===== config.mk =====
export PLATFORM = sky130hd
export DESIGN_NAME = tcw_front
export DESIGN_NICKNAME = d
export VERILOG_FILES = /design/src/hdl/tcw_pkg.sv /design/src/hdl/tcw_front.sv
export SDC_FILE = /design/constraint.sdc
export NUM_CORES = 1
export LEC_CHECK = 0
export BUFFER_PORTS_ARGS = -buffer_cell sky130_fd_sc_hd__buf_2
export CELL_PAD_IN_SITES_DETAIL_PLACEMENT = 0
export CELL_PAD_IN_SITES_GLOBAL_PLACEMENT = 1
export CORE_MARGIN = 2
export CORE_UTILIZATION = 32
export CTS_CLUSTER_DIAMETER = 30
export DETAILED_ROUTE_END_ITERATION = 16
export PLACE_DENSITY = 0.85
export SYNTH_ARGS = -nofsm -noshare
export SYNTH_HDL_FRONTEND = slang
export SYNTH_SLANG_ARGS = --single-unit

===== constraint.sdc =====
create_clock -name clk -period 2.6 [get_ports clk]
set_input_delay 0.52 -clock clk [delete_from_list [all_inputs] [get_ports clk]]
set_output_delay 0.52 -clock clk [all_outputs]
set_load 0.05 [all_outputs]

===== src/hdl/tcw_pkg.sv =====
// Package for the text console writer: screen geometry, derived widths,
// request and result structs, command and state encodings.
// No dependencies.
package tcw_pkg;

  localparam int SCREEN_COLUMNS = 80;
  localparam int SCREEN_ROWS    = 25;
  localparam int CELL_COUNT     = SCREEN_ROWS * SCREEN_COLUMNS;

  localparam int ADDR_W = $clog2(CELL_COUNT);
  localparam int ROW_W  = $clog2(SCREEN_ROWS);
  localparam int COL_W  = $clog2(SCREEN_COLUMNS);

  // Fixed field widths of the request and result.
  localparam int KIND_W    = 3;
  localparam int BYTE_W    = 8;
  localparam int INDEX_W   = 11;
  localparam int OUT_ROW_W = 5;
  localparam int OUT_COL_W = 7;
  localparam int WORD_W    = 16;

  // Column sum for a cursor advance, quotient of that sum by the width,
  // total rows to advance and the row after the advance.
  localparam int SUM_W  = ((COL_W > BYTE_W) ? COL_W : BYTE_W) + 1;
  localparam int QUO_W  = SUM_W;
  localparam int ADV_W  = SUM_W + 1;
  localparam int NEXT_W = ((ADV_W > ROW_W) ? ADV_W : ROW_W) + 1;

  localparam int QUEUE_DEPTH = 2;
  localparam int QPTR_W      = (QUEUE_DEPTH > 1) ? $clog2(QUEUE_DEPTH) : 1;
  localparam int QCNT_W      = $clog2(QUEUE_DEPTH + 1);

  localparam logic [BYTE_W-1:0] RESET_ATTR = 8'h07;
  localparam logic [BYTE_W-1:0] SPACE_CHAR = 8'h20;

  localparam logic [KIND_W-1:0] KIND_PUT     = 3'd0;
  localparam logic [KIND_W-1:0] KIND_NEWLINE = 3'd1;
  localparam logic [KIND_W-1:0] KIND_CR      = 3'd2;
  localparam logic [KIND_W-1:0] KIND_ADVANCE = 3'd3;
  localparam logic [KIND_W-1:0] KIND_SCROLL  = 3'd4;
  localparam logic [KIND_W-1:0] KIND_CLEAR   = 3'd5;
  localparam logic [KIND_W-1:0] KIND_READ    = 3'd6;

  typedef struct packed {
    logic [KIND_W-1:0]  kind;
    logic [BYTE_W-1:0]  char_code;
    logic [BYTE_W-1:0]  row_count;
    logic [BYTE_W-1:0]  column_count;
    logic [BYTE_W-1:0]  scroll_lines;
    logic [INDEX_W-1:0] cell_index;
  } request_t;

  typedef struct packed {
    logic [OUT_ROW_W-1:0] cursor_row;
    logic [OUT_COL_W-1:0] cursor_column;
    logic [WORD_W-1:0]    cell_word;
  } result_t;

  typedef enum logic [2:0] {
    OP_PUT,
    OP_NEWLINE,
    OP_CR,
    OP_ADVANCE,
    OP_SCROLL,
    OP_CLEAR,
    OP_READ,
    OP_NONE
  } op_t;

  typedef struct packed {
    op_t               op;
    logic [BYTE_W-1:0] char_code;
    logic [BYTE_W-1:0] row_count;
    logic [BYTE_W-1:0] column_count;
    logic [BYTE_W-1:0] scroll_lines;
    logic [ADDR_W-1:0] addr;
    logic              hit;
  } cmd_t;

  typedef enum logic [3:0] {
    ST_INIT,
    ST_IDLE,
    ST_DIV,
    ST_ADV,
    ST_SCROLL,
    ST_COPY,
    ST_DRAIN,
    ST_FILL,
    ST_RESP
  } back_state_t;

endpackage


===== src/hdl/tcw_front.sv =====
// Front end of the text console writer: takes requests, decodes them into
// commands and hands them to the command queue. Depends on tcw_pkg.
module tcw_front (
  input  logic              clk,
  input  logic              rst,
  input  logic              start,
  input  tcw_pkg::request_t command,
  input  logic              hold,
  input  logic              q_ready,
  output logic              busy,
  output logic              push,
  output tcw_pkg::cmd_t     cmd
);
  import tcw_pkg::*;

  logic  f_valid;
  logic  f_valid_next;
  cmd_t  f_cmd;
  cmd_t  dec;
  logic  accept;

  assign push   = f_valid & q_ready;
  assign busy   = hold | (f_valid & ~q_ready);
  assign accept = start & ~busy;
  assign cmd    = f_cmd;

  always_comb begin
    dec.char_code    = command.char_code;
    dec.row_count    = command.row_count;
    dec.column_count = command.column_count;
    dec.scroll_lines = command.scroll_lines;
    dec.addr         = ADDR_W'(command.cell_index);
    dec.hit          = 32'(command.cell_index) < 32'(CELL_COUNT);
    unique case (command.kind)
      KIND_PUT:     dec.op = OP_PUT;
      KIND_NEWLINE: dec.op = OP_NEWLINE;
      KIND_CR:      dec.op = OP_CR;
      KIND_ADVANCE: dec.op = OP_ADVANCE;
      KIND_SCROLL:  dec.op = OP_SCROLL;
      KIND_CLEAR:   dec.op = OP_CLEAR;
      KIND_READ:    dec.op = OP_READ;
      default:      dec.op = OP_NONE;
    endcase
    f_valid_next = accept | (f_valid & ~push);
  end

  always_ff @(posedge clk) begin
    if (rst) begin
      f_valid <= 1'b0;
    end else begin
      f_valid <= f_valid_next;
    end
  end

  always_ff @(posedge clk) begin
    if (accept) begin
      f_cmd <= dec;
    end
  end

endmodule


==> impl_metrics.py <==
metrics = {
    "setup_path": {
        "critPathKind": "primary input to primary output",
        "crit_family": "buffers and inverters",
        "startpoint_type": "primary input",
        "crit_buf_inv": 2,
        "worstPathRequired_ns": 2.08,
        "path_cells": "buf_2 -> nand2b_4 -> nand2b_1 -> buf_2",
        "cp_max_fo": 3,
        "cp_slowest_cell": "buf_2",
        "slowest_delay_ns": 0.25,
        "cp-end-kind": "primary output",
        "crit_top_cell": "buf_2",
        "critPathArrivalTime_ns": 1.07,
    },
    "pwr": {
        "power_density_mw_per_mm2": 698.4,
        "cellLeakagePower_nw": 0.9212,
        "power.total_mw": 1.507,
        "vdd_drop_max_mv": 0.4628,
    },
    "synthesis": {
        "ys_top_cells_by_area": "edfxtp_1 (94%), dfxtp_1 (1.3%), nand2b_4 (0.92%), nand2b_1 (0.83%), clkbuf_1 (0.75%)",
        "ys_types": 10,
        "synthCells": 59,
        "synth_warnings": 0,
        "synth_area_per_cell_um2": 25.49,
        "synth_top_area_share_pct": 93.84,
        "ys_seq_area_share_pct": 95.17,
        "synth.largest_area_cell": "edfxtp_1",
        "ys_ff_latch": 48,
        "syn-cell-area_mm2": 0.001504,
        "synth_nets": 110,
    },
    "timing": {
        "fin_crit_ns": 1.594,
        "finalSetupViolCount": 0,
        "fmax_mhz": 627.5,
        "slew_headroom_pct": 64.02,
        "worst_pin_slew_ns": 0.5397,
        "whs_ns": 0.3717,
        "tns_ns": 0,
        "skew_ns": 0.007586,
        "finalCritPeriodShare_pct": 61.29,
        "final-hold-violation-count": 0,
        "fin_ws_ns": 1.006,
        "grt_setup_unrepaired": "no",
        "slew_viol_final": 0,
    },
    "die": {
        "dieArea_mm2": 0.005264,
        "rows": 24,
        "core_region_area_mm2": 0.004444,
        "dieHeight_um": 72.56,
        "die_width_um": 72.56,
        "io_pins": 100,
        "start_util_pct": 33.84,
    },
    "routing": {
        "avgRoutedWirePerCell_um": 13.25,
        "drt-initial-drc-count": 30,
        "wl_um": 2862,
        "drc": 0,
        "via_per_inst": 4.231,
        "firstDrtPassIters": 4,
        "drtAntennaViolNets": 0,
        "via_count": 914,
    },
    "clock_tree": {
        "cts_root_buf": "clkbuf_8",
        "cts_setup_buffers": 0,
        "clock_path_buffers": 2,
        "cts_made_buffers": 5,
        "cts_max_level": 2,
        "clock_latency_ns": 0.29,
        "cts_tree": "built",
        "cts_resized": 0,
        "cts.sinks": 48,
        "cts-hold-fix-buffers": 0,
        "clkTransAtPathRegs_ns": 0.08,
    },
    "job": {
        "cap_violations": 0,
    },
    "min_path": {
        "min_path_type": "primary input to register",
    },
    "layout": {
        "area_growth_syn_to_layout_pct": 43.43,
        "drive_gt1_share_pct": 66.46,
        "fin_cells": 216,
        "register_area_mm2": 0.001431,
        "fillerInstances": 395,
        "antennaDiodeCount": 0,
        "fin_util_pct": 48.54,
        "fin_nets": 214,
        "fin_area_mm2": 0.002157,
        "multi_input_area_um2": 62.56,
    },
    "global_route": {
        "grt_use_met1_pct": 13.13,
        "antenna_found_initial": 0,
        "grt.overflow.total": 0,
        "gr-usage-met3_pct": 6.806,
        "grt_usage_pct": 11.35,
        "grt_max_degree": 26,
        "grt_first_pass_wirelength_um": 4305,
        "busiest_layer": "met2",
        "grt_pass1_vias": 960,
        "grt_util_met2_pct": 16.67,
    },
    "status": {
        "outcome": "complete, no violations",
    },
    "placement": {
        "post_dp_cell_area_mm2": 0.002074,
        "place_ws_ns": 0.7102,
        "gp_congestion": 0.6727,
        "io_buffers": 99,
        "dp_cells": 208,
    },
}
worst paths after layout:
kind | from | end | slack (ns) | depth (start not counted)
min reg2reg | f_valid | f_valid | 0.50 | 2
max reg2reg | f_valid | cmd[38] | 1.08 | 3
min | rst | f_valid | 0.37 | 2
max | q_ready | busy | 1.01 | 4
final cells by class:
| type | count | area share (%) |
|---|---|---|
| flip-flops and latches | 48 | 66.36 |
| clock inverters | 3 | 0.6381 |
| repair buffers | 100 | 23.90 |
| well taps | 52 | 3.016 |
| clock buffers | 5 | 3.190 |
| multi-input cells | 8 | 2.900 |
power breakdown:
group | switching (mW) | internal (mW) | total (mW)
registers | 0.00725 | 0.888 | 0.895
clock network | 0.227 | 0.183 | 0.409
logic | 0.149 | 0.0531 | 0.202
sequential cells by signal (all words and copies together), names as in the netlist:
name     count
cmd         47
f_valid      1
metal layers:
layer  wire, um  vias to the layer above
li1           -                      435
met1       1150                      408
met2       1279                       66
met3        378                        5
met4         54                        0
met5          0                        -
cell usage in the layout (no fill, tap or decap), drive strengths merged:
| cell | instances |
|---|---|
| and3 | 1 |
| a21oi | 1 |
| clkinv | 3 |
| dfxtp | 1 |
| buf | 100 |
| and3b | 1 |
| o2111ai | 1 |
| nand2b | 3 |
| clkbuf | 5 |
| edfxtp | 47 |
| and2 | 1 |
Yosys cell counts:
cell type  count
clkbuf_1       3
and3b_1        1
nand2b_4       1
edfxtp_1      47
and3_1         1
o2111ai_1      1
nand2b_1       2
dfxtp_1        1
and2_1         1
a21oi_1        1
cells by family after synthesis:
kind of cell    Yosys count  share of synthesized area, %
flops                    48                         95.17
simple gates              6                         3.162
buf+inv                   3                        0.7487
compound gates            2                        0.9149
Note: power is estimated with default switching activity, not from simulation.
