## config.mk

```make
export PLATFORM = sky130hd
export DESIGN_NAME = tcw_queue
export DESIGN_NICKNAME = d
export VERILOG_FILES = /design/src/hdl/tcw_pkg.sv /design/src/hdl/tcw_queue.sv
export SDC_FILE = /design/constraint.sdc
export NUM_CORES = 1
export LEC_CHECK = 0
export BUFFER_PORTS_ARGS = -buffer_cell sky130_fd_sc_hd__buf_2
export CORE_MARGIN = 5
export CORE_UTILIZATION = 46
export CTS_CLUSTER_DIAMETER = 100
export DETAILED_ROUTE_END_ITERATION = 8
export HOLD_SLACK_MARGIN = 0.1
export PLACE_DENSITY = 0.74
export SLEW_MARGIN = 40
export SYNTH_ARGS = -nofsm -noshare
export SYNTH_HDL_FRONTEND = slang
export SYNTH_SLANG_ARGS = --single-unit
```

## constraint.sdc

```tcl
create_clock -name clk -period 2.2 [get_ports clk]
set_input_delay 0.11 -clock clk [delete_from_list [all_inputs] [get_ports clk]]
set_output_delay 0.11 -clock clk [all_outputs]
set_load 0.01 [all_outputs]
```

## src/hdl/tcw_pkg.sv

```systemverilog
// Package for the text console writer: screen geometry, derived widths,
// request and result structs, command and state encodings.
// No dependencies.
package tcw_pkg;

  localparam int SCREEN_COLUMNS = 80;
  localparam int SCREEN_ROWS    = 25;
  localparam int CELL_COUNT     = SCREEN_ROWS * SCREEN_COLUMNS;

  localparam int ADDR_W = $clog2(CELL_COUNT);
  localparam int ROW_W  = $clog2(SCREEN_ROWS);
  localparam int COL_W  = $clog2(SCREEN_COLUMNS);

  // Fixed field widths of the request and result.
  localparam int KIND_W    = 3;
  localparam int BYTE_W    = 8;
  localparam int INDEX_W   = 11;
  localparam int OUT_ROW_W = 5;
  localparam int OUT_COL_W = 7;
  localparam int WORD_W    = 16;

  // Column sum for a cursor advance, quotient of that sum by the width,
  // total rows to advance and the row after the advance.
  localparam int SUM_W  = ((COL_W > BYTE_W) ? COL_W : BYTE_W) + 1;
  localparam int QUO_W  = SUM_W;
  localparam int ADV_W  = SUM_W + 1;
  localparam int NEXT_W = ((ADV_W > ROW_W) ? ADV_W : ROW_W) + 1;

  localparam int QUEUE_DEPTH = 2;
  localparam int QPTR_W      = (QUEUE_DEPTH > 1) ? $clog2(QUEUE_DEPTH) : 1;
  localparam int QCNT_W      = $clog2(QUEUE_DEPTH + 1);

  localparam logic [BYTE_W-1:0] RESET_ATTR = 8'h07;
  localparam logic [BYTE_W-1:0] SPACE_CHAR = 8'h20;

  localparam logic [KIND_W-1:0] KIND_PUT     = 3'd0;
  localparam logic [KIND_W-1:0] KIND_NEWLINE = 3'd1;
  localparam logic [KIND_W-1:0] KIND_CR      = 3'd2;
  localparam logic [KIND_W-1:0] KIND_ADVANCE = 3'd3;
  localparam logic [KIND_W-1:0] KIND_SCROLL  = 3'd4;
  localparam logic [KIND_W-1:0] KIND_CLEAR   = 3'd5;
  localparam logic [KIND_W-1:0] KIND_READ    = 3'd6;

  typedef struct packed {
    logic [KIND_W-1:0]  kind;
    logic [BYTE_W-1:0]  char_code;
    logic [BYTE_W-1:0]  row_count;
    logic [BYTE_W-1:0]  column_count;
    logic [BYTE_W-1:0]  scroll_lines;
    logic [INDEX_W-1:0] cell_index;
  } request_t;

  typedef struct packed {
    logic [OUT_ROW_W-1:0] cursor_row;
    logic [OUT_COL_W-1:0] cursor_column;
    logic [WORD_W-1:0]    cell_word;
  } result_t;

  typedef enum logic [2:0] {
    OP_PUT,
    OP_NEWLINE,
    OP_CR,
    OP_ADVANCE,
    OP_SCROLL,
    OP_CLEAR,
    OP_READ,
    OP_NONE
  } op_t;

  typedef struct packed {
    op_t               op;
    logic [BYTE_W-1:0] char_code;
    logic [BYTE_W-1:0] row_count;
    logic [BYTE_W-1:0] column_count;
    logic [BYTE_W-1:0] scroll_lines;
    logic [ADDR_W-1:0] addr;
    logic              hit;
  } cmd_t;

  typedef enum logic [3:0] {
    ST_INIT,
    ST_IDLE,
    ST_DIV,
    ST_ADV,
    ST_SCROLL,
    ST_COPY,
    ST_DRAIN,
    ST_FILL,
    ST_RESP
  } back_state_t;

endpackage

```

## src/hdl/tcw_queue.sv

```systemverilog
// Short command queue between the front end and the back end of the text
// console writer. Depends on tcw_pkg.
module tcw_queue (
  input  logic          clk,
  input  logic          rst,
  input  logic          push,
  input  tcw_pkg::cmd_t push_cmd,
  output logic          ready,
  input  logic          pop,
  output logic          valid,
  output tcw_pkg::cmd_t head
);
  import tcw_pkg::*;

  cmd_t              slots [QUEUE_DEPTH];
  logic [QPTR_W-1:0] wptr;
  logic [QPTR_W-1:0] rptr;
  logic [QCNT_W-1:0] count;
  logic              do_push;
  logic              do_pop;

  assign ready   = count != QCNT_W'(QUEUE_DEPTH);
  assign valid   = count != '0;
  assign head    = slots[rptr];
  assign do_push = push & ready;
  assign do_pop  = pop & valid;

  always_ff @(posedge clk) begin
    if (rst) begin
      wptr  <= '0;
      rptr  <= '0;
      count <= '0;
    end else begin
      if (do_push) begin
        wptr <= (wptr == QPTR_W'(QUEUE_DEPTH - 1)) ? '0 : wptr + QPTR_W'(1);
      end
      if (do_pop) begin
        rptr <= (rptr == QPTR_W'(QUEUE_DEPTH - 1)) ? '0 : rptr + QPTR_W'(1);
      end
      if (do_push & ~do_pop) begin
        count <= count + QCNT_W'(1);
      end else if (do_pop & ~do_push) begin
        count <= count - QCNT_W'(1);
      end
    end
  end

  always_ff @(posedge clk) begin
    if (do_push) begin
      slots[wptr] <= push_cmd;
    end
  end

endmodule

```

==> results of run 1 <==
## critical path, delay by kind of cell, from the launching register on
kind,cells,cell delay [ps]
buffers and inverters,2,400
multiplexers,1,370
flip-flops,1,560
## cell usage after synthesis
master	count	share of area [%]
edfxtp_1	94	78
mux2_2	47	15
dfxtp_1	5	2.8
buf_6	3	0.93
nor2_1	3	0.31
xor2_1	3	0.73
a21oi_1	2	0.28
buf_2	2	0.28
o21ai_0	2	0.28
a21bo_2	1	0.28
and2_1	1	0.17
and3_1	1	0.17
ha_1	1	0.35
inv_1	1	0.10
nand2b_1	1	0.17
nand3b_1	1	0.21
or2_2	1	0.17
or3_1	1	0.17
## metrics by stage
| step | instances | hold WS [ps] | util (%) | total power [mW] |
|---|---|---|---|---|
| detailed placement | 371 | 301 | 55.3 | 3.74 |
| global placement | 371 | 297 | 55.3 | 3.72 |
| finish | 436 | 196 | 64.5 | 4.97 |
| floorplan | 170 | 179 | - | 3.28 |
| global route | 436 | 225 | 64.5 | 5.25 |
| CTS | 436 | 188 | 64.5 | 5.04 |
## layout by cell type, fill, tap and decap left out
cell	n
or2_2	1
inv_2	1
clkinv_2	1
a21oi_1	2
o21ai_0	2
ha_1	1
clkinvlp_4	1
xor2_1	3
nor2_1	3
dfxtp_2	1
a21bo_2	1
or3_1	1
dlygate4sd3_1	49
and2_1	1
clkinv_4	2
nand2b_1	1
mux2_2	47
buf_12	1
clkbuf_8	9
buf_2	99
edfxtp_1	94
clkbuf_1	1
nand3b_1	1
and3_2	1
dfxtp_1	4
bufinv_16	2
buf_4	4
## final timing paths
check | from | end
setup / recovery | flip-flop | head[15]
hold / removal | pop | flip-flop
setup reg to reg | count[0] | count[1]
hold reg to reg | rptr | flip-flop
## cells by family after synthesis
kind of cell,Yosys count,synth area share (%)
AO/OA/AOI/OAI,5,0.830
XOR/XNOR,3,0.726
adder cells (fa/ha/maj),1,0.346
buffers and inverters,6,1.31
flip-flops,99,80.8
multiplexers,47,14.6
AND/OR/NAND/NOR,9,1.38
## final cells by class
| class | count | area (um^2) | share of cell area [%] |
|---|---|---|---|
| Multi-Input combinational cell | 65 | 649 | 13.1 |
| Clock inverter | 6 | 90.1 | 1.82 |
| Sequential cell | 99 | 2920 | 59.0 |
| Clock buffer | 10 | 128 | 2.57 |
| Inverter | 1 | 3.75 | 0.0757 |
| Timing Repair Buffer | 153 | 1040 | 20.9 |
| Tap cell | 102 | 128 | 2.57 |
## where the power goes
group	total [mW]	internal [mW]	switching, mW
sequential	2.46	2.35	0.101
combinational	1.30	0.658	0.638
clock	1.22	0.643	0.579
## flip-flops by register name, indices dropped and copies added, names as in the netlist, named ones only
register / flops
slots: 94
wptr: 1
rptr: 1
count: 2
## layer usage
layer | global-route usage, % | part of all wire [%] | wire [um] | vias to the layer above
li1 | - | - | - | 982
met1 | 15.0 | 38 | 2560 | 990
met2 | 26.5 | 54 | 3630 | 73
met3 | 4.25 | 6.5 | 438 | 11
met4 | 5.99 | 1.4 | 93 | 0
met5 | 0 | 0 | 0 | -
## timing repair
action,CTS,global route
hold endpoints to repair,99,0
buffers inserted,0,0
hold buffers,49,0
==> flow_summary.json, run 1 <==
{
  "status": "completed",
  "start_util_pct": 47.1,
  "min_path_type": "input port to flip-flop",
  "cts_buffers": 9,
  "grt_pass1_vias": 2198,
  "ff2ff_setup_slack_ps": 560,
  "reg2reg_depth": 5,
  "via_per_inst": 4.72,
  "syn_nets": 222,
  "drv_cap": 0,
  "crit_slowest_cell": "dfxtp_2",
  "syn_area_mm2": 0.00362,
  "synth_warnings": 0,
  "drive_above_1_share_pct": 51.2,
  "synthCells": 170,
  "pre_cts_slack_ps": 575,
  "finalWorstSetupSlack_ps": 384,
  "place_area_mm2": 0.00425,
  "n_antenna_cell": 0,
  "root_buffer": "clkbuf_8",
  "grt-ovfl-total": 0,
  "die_h_um": 98.7,
  "period_needed_ps": 1820,
  "clock_latency_ps": 340,
  "clkTransAtPathRegs_ps": 90,
  "finalWeightedCongestion": 0.675,
  "area_growth_pct": 37.0,
  "fin_tns_setup_ps": 0,
  "power.leakage_nw": 1.88,
  "slew_headroom_pct": 75.5,
  "grt_pass1_wl_um": 10700,
  "port_buffers": 99,
  "cts_tree": "built",
  "worst_path_largest_cell_delay_ps": 560,
  "fillers": 572,
  "rows": 32,
  "pin_count": 100,
  "wl_per_cell_um": 15.4,
  "cts_resized": 0,
  "vdd_drop_max_v": 0.000701,
  "firstDrtPassIters": 4,
  "stdcell_area_mm2": 0.00496,
  "powerDensity_mw_per_mm2": 1000,
  "core_area_mm2": 0.00769,
  "synth_seq_cells": 99,
  "htree_num_levels": 3,
  "period_share_pct": 82.5,
  "ant_nets": 0,
  "clock.fmax_mhz": 551,
  "skew_ps": 5.90,
  "grt_setup_unrepaired": "false",
  "yosysSeqAreaShare_pct": 80.8,
  "grt_start_max_net_pins": 36,
  "antenna_found_initial": 0,
  "die_area_mm2": 0.00974,
  "synth_cell_type_count": 18,
  "synth_area_per_cell_um2": 21.3,
  "tightest_slew_ps": 368,
  "route.vias.total": 2056,
  "arrival_ps": 1710,
  "cts_buffer_depth": 2,
  "path_cells": "buf_12 -> mux2_2 -> buf_2",
  "cts_sinks": 99,
  "hpwlAfterDp_um": 4000,
  "routed_wirelength_um": 6710,
  "num-nets-final": 381,
  "drc": 0,
  "hold_violations": 0,
  "gr-usage-all-layers_pct": 14.3,
  "drt_iter0_drc": 55,
  "fp.dieW_um": 98.7,
  "path_max_fanout": 35,
  "crit_type": "flip-flop to output pin",
  "endpoint_kind": "output pin",
  "setup_viol": 0,
  "drv_slew": 0,
  "whs_path_depth": 4,
  "crit_required_ps": 2090,
  "crit_path_start_kind": "flip-flop"
}
Note: power is estimated with default switching activity, not from simulation.
==> run 2: changes to the inputs <==
--- a/config.mk
+++ b/config.mk
@@ -5,13 +5,14 @@
 export SDC_FILE = /design/constraint.sdc
 export NUM_CORES = 1
 export LEC_CHECK = 0
+export ABC_AREA = 1
 export BUFFER_PORTS_ARGS = -buffer_cell sky130_fd_sc_hd__buf_2
 export CORE_MARGIN = 5
-export CORE_UTILIZATION = 46
+export CORE_UTILIZATION = 47
 export CTS_CLUSTER_DIAMETER = 100
 export DETAILED_ROUTE_END_ITERATION = 8
 export HOLD_SLACK_MARGIN = 0.1
-export PLACE_DENSITY = 0.74
+export PLACE_DENSITY = 0.75
 export SLEW_MARGIN = 40
 export SYNTH_ARGS = -nofsm -noshare
 export SYNTH_HDL_FRONTEND = slang
==> constraint.sdc (replaced) <==
create_clock -name clk -period 1.6 [get_ports clk]
set_input_delay 0.08 -clock clk [delete_from_list [all_inputs] [get_ports clk]]
set_output_delay 0.08 -clock clk [all_outputs]
set_load 0.01 [all_outputs]
==> run 2 against run 1 <==
Setup slack got worse by 330 ps. Global-route usage rose by 0.24 points. First-iteration DRC count rose by 9.1%. Combinational power increased by 56%. Synthesized cell count increased by 7.6%. Clock power rose by 54%. Final cell count increased by 3.7%. Sequential share of layout area is 3.0 points lower. Register-to-register slack lost 430 ps. Utilization up 2.8 points. Count of clock-buffer cells in the layout shrank 1. Critical path type unchanged. Critical endpoint is now head[34]. Largest cell class unchanged. Largest power group unchanged.
==> flow_summary.json, run 2 <==
{
  "start_util_pct": 48.3,
  "clock.fmax_mhz": 648,
  "pre_cts_slack_ps": 214,
  "cts_buffers": 9,
  "status": "completed",
  "place_area_mm2": 0.00445,
  "drive_above_1_share_pct": 50.3,
  "wl_met2_um": 3900,
  "drv_cap": 0,
  "routed_wirelength_um": 6930,
  "multiInputGateArea_um2": 781,
  "clkTransAtPathRegs_ps": 90,
  "grt_pass1_vias": 2273,
  "internal_power_mw": 5.38,
  "firstDrtPassIters": 4,
  "hpwlAfterDp_um": 4380,
  "mostFrequentLayoutCell": "buf_2",
  "combPwrFrac_pct": 27.8,
  "n_antenna_cell": 0,
  "place_inst": 385,
  "fp.dieW_um": 99.4,
  "met1Wirelength_um": 2640,
  "hold_violations": 0,
  "vdd_drop_max_v": 0.000778,
  "tightest_slew_ps": 260,
  "finalWeightedCongestion": 0.744,
  "wl_met3_um": 349,
  "htree_num_levels": 3,
  "pin_count": 100,
  "port_buffers": 99,
  "ant_nets": 0,
  "synthCells": 183,
  "synth_area_leader_cell": "edfxtp_1",
  "syn_area_mm2": 0.00375,
  "crit_type": "flip-flop to output pin",
  "layout_common_cells": "99 x buf_2, 94 x edfxtp_1, 50 x dlygate4sd3_1",
  "sw_frac_of_total_pct": 26.5,
  "skew_ps": 10.5,
  "stdcell_area_mm2": 0.00523,
  "gr-usage-all-layers_pct": 14.5,
  "period_needed_ps": 1540,
  "die_area_mm2": 0.00987,
  "seqCellArea_mm2": 0.00293,
  "highest_layer": "met4",
  "drv_slew": 0,
  "clock_latency_ps": 350,
  "root_buffer": "clkbuf_8",
  "powerDensity_mw_per_mm2": 1400,
  "synth.most_common_cell": "edfxtp_1",
  "finalPower_mw": 7.31,
  "grt_setup_unrepaired": "true",
  "synthTopCellsByCount": "94 x edfxtp_1, 30 x mux2_4, 17 x mux2_2, 9 x nand2_1, 8 x inv_1",
  "synth_edf_count": 94,
  "grt_start_max_net_pins": 29,
  "fillers": 547,
  "core_area_mm2": 0.00777,
  "largest_register_ff_count": 94,
  "crit_required_ps": 1520,
  "endpoint_kind": "output pin",
  "slew_headroom_pct": 82.6,
  "period_share_pct": 96.5,
  "finalWorstSetupSlack_ps": 56.5,
  "drc": 0,
  "netlist.area_leader.share_pct": 75.2,
  "power_frac_seq_pct": 46.4,
  "area_growth_pct": 39.3,
  "synth_area_per_cell_um2": 20.5,
  "switchingPower_mw": 1.94,
  "stdcell_count": 452,
  "antenna_found_initial": 0,
  "syn_nets": 235,
  "clockPowerShare_pct": 25.8,
  "route.vias.total": 2096,
  "ys.flop_type": "edfxtp_1",
  "wl_per_cell_um": 15.3,
  "largestRegisters": "slots: 94 flops, count: 2 flops",
  "regMostFlops": "slots",
  "path_max_fanout": 19,
  "crit_path_start_kind": "flip-flop",
  "grt_pass1_wl_um": 10800,
  "die_h_um": 99.4,
  "synth_area_leaders": "edfxtp_1 75%, mux2_4 12%, mux2_2 5.1%",
  "cts_buffer_depth": 2,
  "setup_viol": 0,
  "yosysSeqAreaShare_pct": 77.9,
  "num-nets-final": 397,
  "synth_seq_cells": 99,
  "power.leakage_nw": 2.07,
  "min_path_type": "input port to flip-flop",
  "cts_sinks": 99,
  "grt-ovfl-total": 0,
  "async_flop_share_pct": 0,
  "drt_iter0_drc": 60,
  "arrival_ps": 1460,
  "final_util_pct": 67.3,
  "rows": 32,
  "synth_cell_type_count": 14,
  "synth_warnings": 0,
  "via_per_inst": 4.64,
  "cts_tree": "built"
}
-- run 2: layout make-up --
type	count	share of cell area [%]
Clock buffer	9	2.37
Sequential cell	99	56.0
Inverter	8	0.574
Clock inverter	7	2.35
Multi-Input combinational cell	71	14.9
Tap cell	102	2.44
Timing Repair Buffer	156	21.3
-- run 2: layer usage --
metal  track usage, %  vias up
met4             5.04        0
met3             4.70        2
met5                0        -
met1             14.5     1015
met2             28.0       61
li1                 -     1018
-- run 2: path summary, 6_finish.rpt --
kind	depth (start not counted)	start	endpoint	slack, ps
max	3	flip-flop	head[34]	60
min	4	push	wptr	120
max reg2reg	6	count[1]	rptr	130
min reg2reg	2	count[0]	count[0]	540
-- run 2: critical path, stage by stage, from the launching register on --
cell and delay (ps):
dfxtp_4 420, buf_12 190, mux2_2 350, buf_2 140
-- run 2: power by group through the flow --
| stage | combinational [mW] | sequential, mW | clock [mW] |
|---|---|---|---|
| detailed placement | 1.92 | 3.45 | 0 |
| global route | 2.19 | 3.43 | 2.06 |
| global placement | 1.89 | 3.42 | 0 |
| CTS | 2.03 | 3.39 | 1.93 |
| floorplan | 1.27 | 3.41 | 0 |
| finish | 2.03 | 3.40 | 1.88 |
-- run 2: logic make-up after synthesis --
family,after synthesis,share of synthesized area (%)
and+or+nand+nor,19,2.03
DFF,99,77.9
buffers and inverters,13,2.13
muxes,47,17.1
AOI/OAI and AO/OA,4,0.533
adders and majority gates,1,0.333
-- run 2: stage by stage --
stage | TNS [ps] | hold slack, ps
2_1_floorplan | -4230 | 179
3_3_place_gp | 0 | 268
3_5_place_dp | 0 | 272
4_1_cts | 0 | 106
5_1_grt | -68.9 | 137
6_report | 0 | 124
-- run 2: repair_timing --
| action | CTS | global route |
|---|---|---|
| setup buffers | 0 | 0 |
| cloned | 0 | 1 |
| endpoints found under the setup margin | 2 | 14 |
| resized for setup | 1 | 0 |
| hold endpoints to repair | 99 | 0 |
| hold buffers | 50 | 0 |
==> run 3: changes to the inputs <==
--- a/config.mk
+++ b/config.mk
@@ -7,12 +7,13 @@
 export LEC_CHECK = 0
 export ABC_AREA = 1
 export BUFFER_PORTS_ARGS = -buffer_cell sky130_fd_sc_hd__buf_2
-export CORE_MARGIN = 5
-export CORE_UTILIZATION = 47
+export CORE_MARGIN = 1
+export CORE_UTILIZATION = 49
+export CTS_BUF_LIST = sky130_fd_sc_hd__clkbuf_4
 export CTS_CLUSTER_DIAMETER = 100
 export DETAILED_ROUTE_END_ITERATION = 8
 export HOLD_SLACK_MARGIN = 0.1
-export PLACE_DENSITY = 0.75
+export PLACE_DENSITY = 0.78
 export SLEW_MARGIN = 40
 export SYNTH_ARGS = -nofsm -noshare
 export SYNTH_HDL_FRONTEND = slang
==> run 3 against run 2 <==
The run now ends with setup timing left. Via count grew 5.7%. Hold slack gained 230 ps. Non-clock buffer count grew 4. Combinational power grew 32%. Critical path type unchanged. Largest power group unchanged.
==> flow_summary.json, run 3 (synthesized netlist as in run 2, its figures left out) <==
{
  "reg2reg_depth": 9,
  "mostFrequentLayoutCell": "edfxtp_1",
  "hp-start": "push_cmd[34]",
  "clkTransAtPathRegs_ps": 160,
  "tightest_slew_ps": 283,
  "rows": 31,
  "port_buffers": 99,
  "period_needed_ps": 1630,
  "layout_common_cells": "94 x edfxtp_1, 62 x buf_2, 51 x dlygate4sd3_1",
  "setup_viol": 29,
  "powerDensity_mw_per_mm2": 1360,
  "wl_per_cell_um": 16.6,
  "cts_buffer_depth": 2,
  "gr-usage-all-layers_pct": 18.6,
  "hpwlAfterDp_um": 3760,
  "hold_violations": 0,
  "whs_path_depth": 2,
  "largest_register_ff_count": 94,
  "regMostFlops": "slots",
  "reg2reg_to": "count[1]",
  "r2r-start": "count[1]",
  "skew_ps": 17.7,
  "drc": 0,
  "htree_num_levels": 3,
  "grt_start_max_net_pins": 28,
  "place_inst": 381,
  "finalWeightedCongestion": 0.657,
  "largestRegisters": "slots: 94 flops, count: 2 flops",
  "internal_power_mw": 5.44,
  "clock_latency_ps": 440,
  "path_max_fanout": 6,
  "drt_iter0_drc": 69,
  "sw_frac_of_total_pct": 27.6,
  "clock.fmax_mhz": 613,
  "holdWs_ps": 351,
  "n_antenna_cell": 0,
  "combPwrFrac_pct": 35.7,
  "slew_headroom_pct": 81.1,
  "clockPowerShare_pct": 19.1,
  "root_buffer": "clkbuf_4",
  "fp.dieW_um": 89.5,
  "via_per_inst": 4.89,
  "stdcell_area_mm2": 0.00551,
  "fillers": 416,
  "crit_type": "flip-flop to output pin",
  "period_share_pct": 102,
  "antenna_found_initial": 0,
  "drive_above_1_share_pct": 50.6,
  "violations": "setup timing",
  "routed_wirelength_um": 7500,
  "min_path_type": "input port to flip-flop",
  "stdcell_count": 453,
  "area_growth_pct": 46.9,
  "firstDrtPassIters": 4,
  "place_area_mm2": 0.00443,
  "vdd_drop_max_v": 0.000899,
  "power_frac_seq_pct": 45.2,
  "grt_pass1_wl_um": 10300,
  "finalPower_mw": 7.51,
  "drv_cap": 0,
  "route.vias.total": 2215,
  "final_util_pct": 75.2,
  "cts_tree": "built",
  "start_util_pct": 51.2,
  "cts_sinks": 99,
  "fin_tns_setup_ps": -405,
  "finalWorstSetupSlack_ps": -32.3,
  "grt-ovfl-total": 0,
  "die_h_um": 89.5,
  "pin_count": 100,
  "drv_slew": 0,
  "pre_cts_slack_ps": 183,
  "ant_nets": 0,
  "cts_buffers": 9,
  "crit_path_start_kind": "flip-flop",
  "die_area_mm2": 0.00801,
  "status": "finished, violations left",
  "num-nets-final": 401,
  "power.leakage_nw": 2.19,
  "endpoint_kind": "output pin",
  "switchingPower_mw": 2.07,
  "core_area_mm2": 0.00733,
  "min_to": "slots[1][34]",
  "crit_required_ps": 1520,
  "ff2ff_setup_slack_ps": 150,
  "arrival_ps": 1550,
  "grt_pass1_vias": 2205,
  "grt_setup_unrepaired": "true"
}
## run 3: cell type report
cell class,instances,area [um^2],share of cell area (%)
clock buffers,10,75.1,1.36
well taps,99,124,2.25
repair buffers,160,1440,26.1
inverters,8,30.0,0.545
clock inverters,6,88.8,1.61
flip-flops and latches,99,2930,53.1
multi-input cells,71,831,15.1
## run 3: worst max-delay path by stage
stage / from / cells after the start / endpoint
global route: flip-flop / 4 / head[12]
CTS: flip-flop / 4 / head[28]
finish: flip-flop / 4 / head[28]
detailed placement: count[0] / 9 / count[1]
floorplan: count[0] / 4 / slots[0][0]
global placement: count[0] / 10 / count[1]
## run 3: metal layers
layer / part of all wire [%] / GRT usage [%] / wire length (um) / vias up
met3: 4.1 / 5.54 / 304 / 19
met1: 40 / 20.9 / 2960 / 1083
met5: 0 / 0 / 0 / -
li1: - / - / - / 1035
met2: 54 / 33.0 / 4070 / 78
met4: 2.1 / 8.08 / 159 / 0
## run 3: timing repair
item,4_1_cts,5_1_grt
hold buffers,51,0
setup buffers,1,0
endpoints found under the hold margin,99,0
gates cloned,2,2
endpoints found under the setup margin,47,48
resized for setup,34,17
## run 3: critical path, cell delays in order, from the launching register on
cell	delay, ps
dfxtp_4	400
buf_12	140
clkbuf_16	160
mux2_4	310
buf_6	120
## run 3: power groups by stage
stage / clock, mW / sequential, mW / combinational, mW
after global placement: 0 / 3.42 / 1.85
after detailed placement: 0 / 3.44 / 1.89
after floorplan: 0 / 3.41 / 1.27
after global routing: 1.57 / 3.42 / 2.87
final: 1.44 / 3.40 / 2.68
after CTS: 1.47 / 3.39 / 2.40
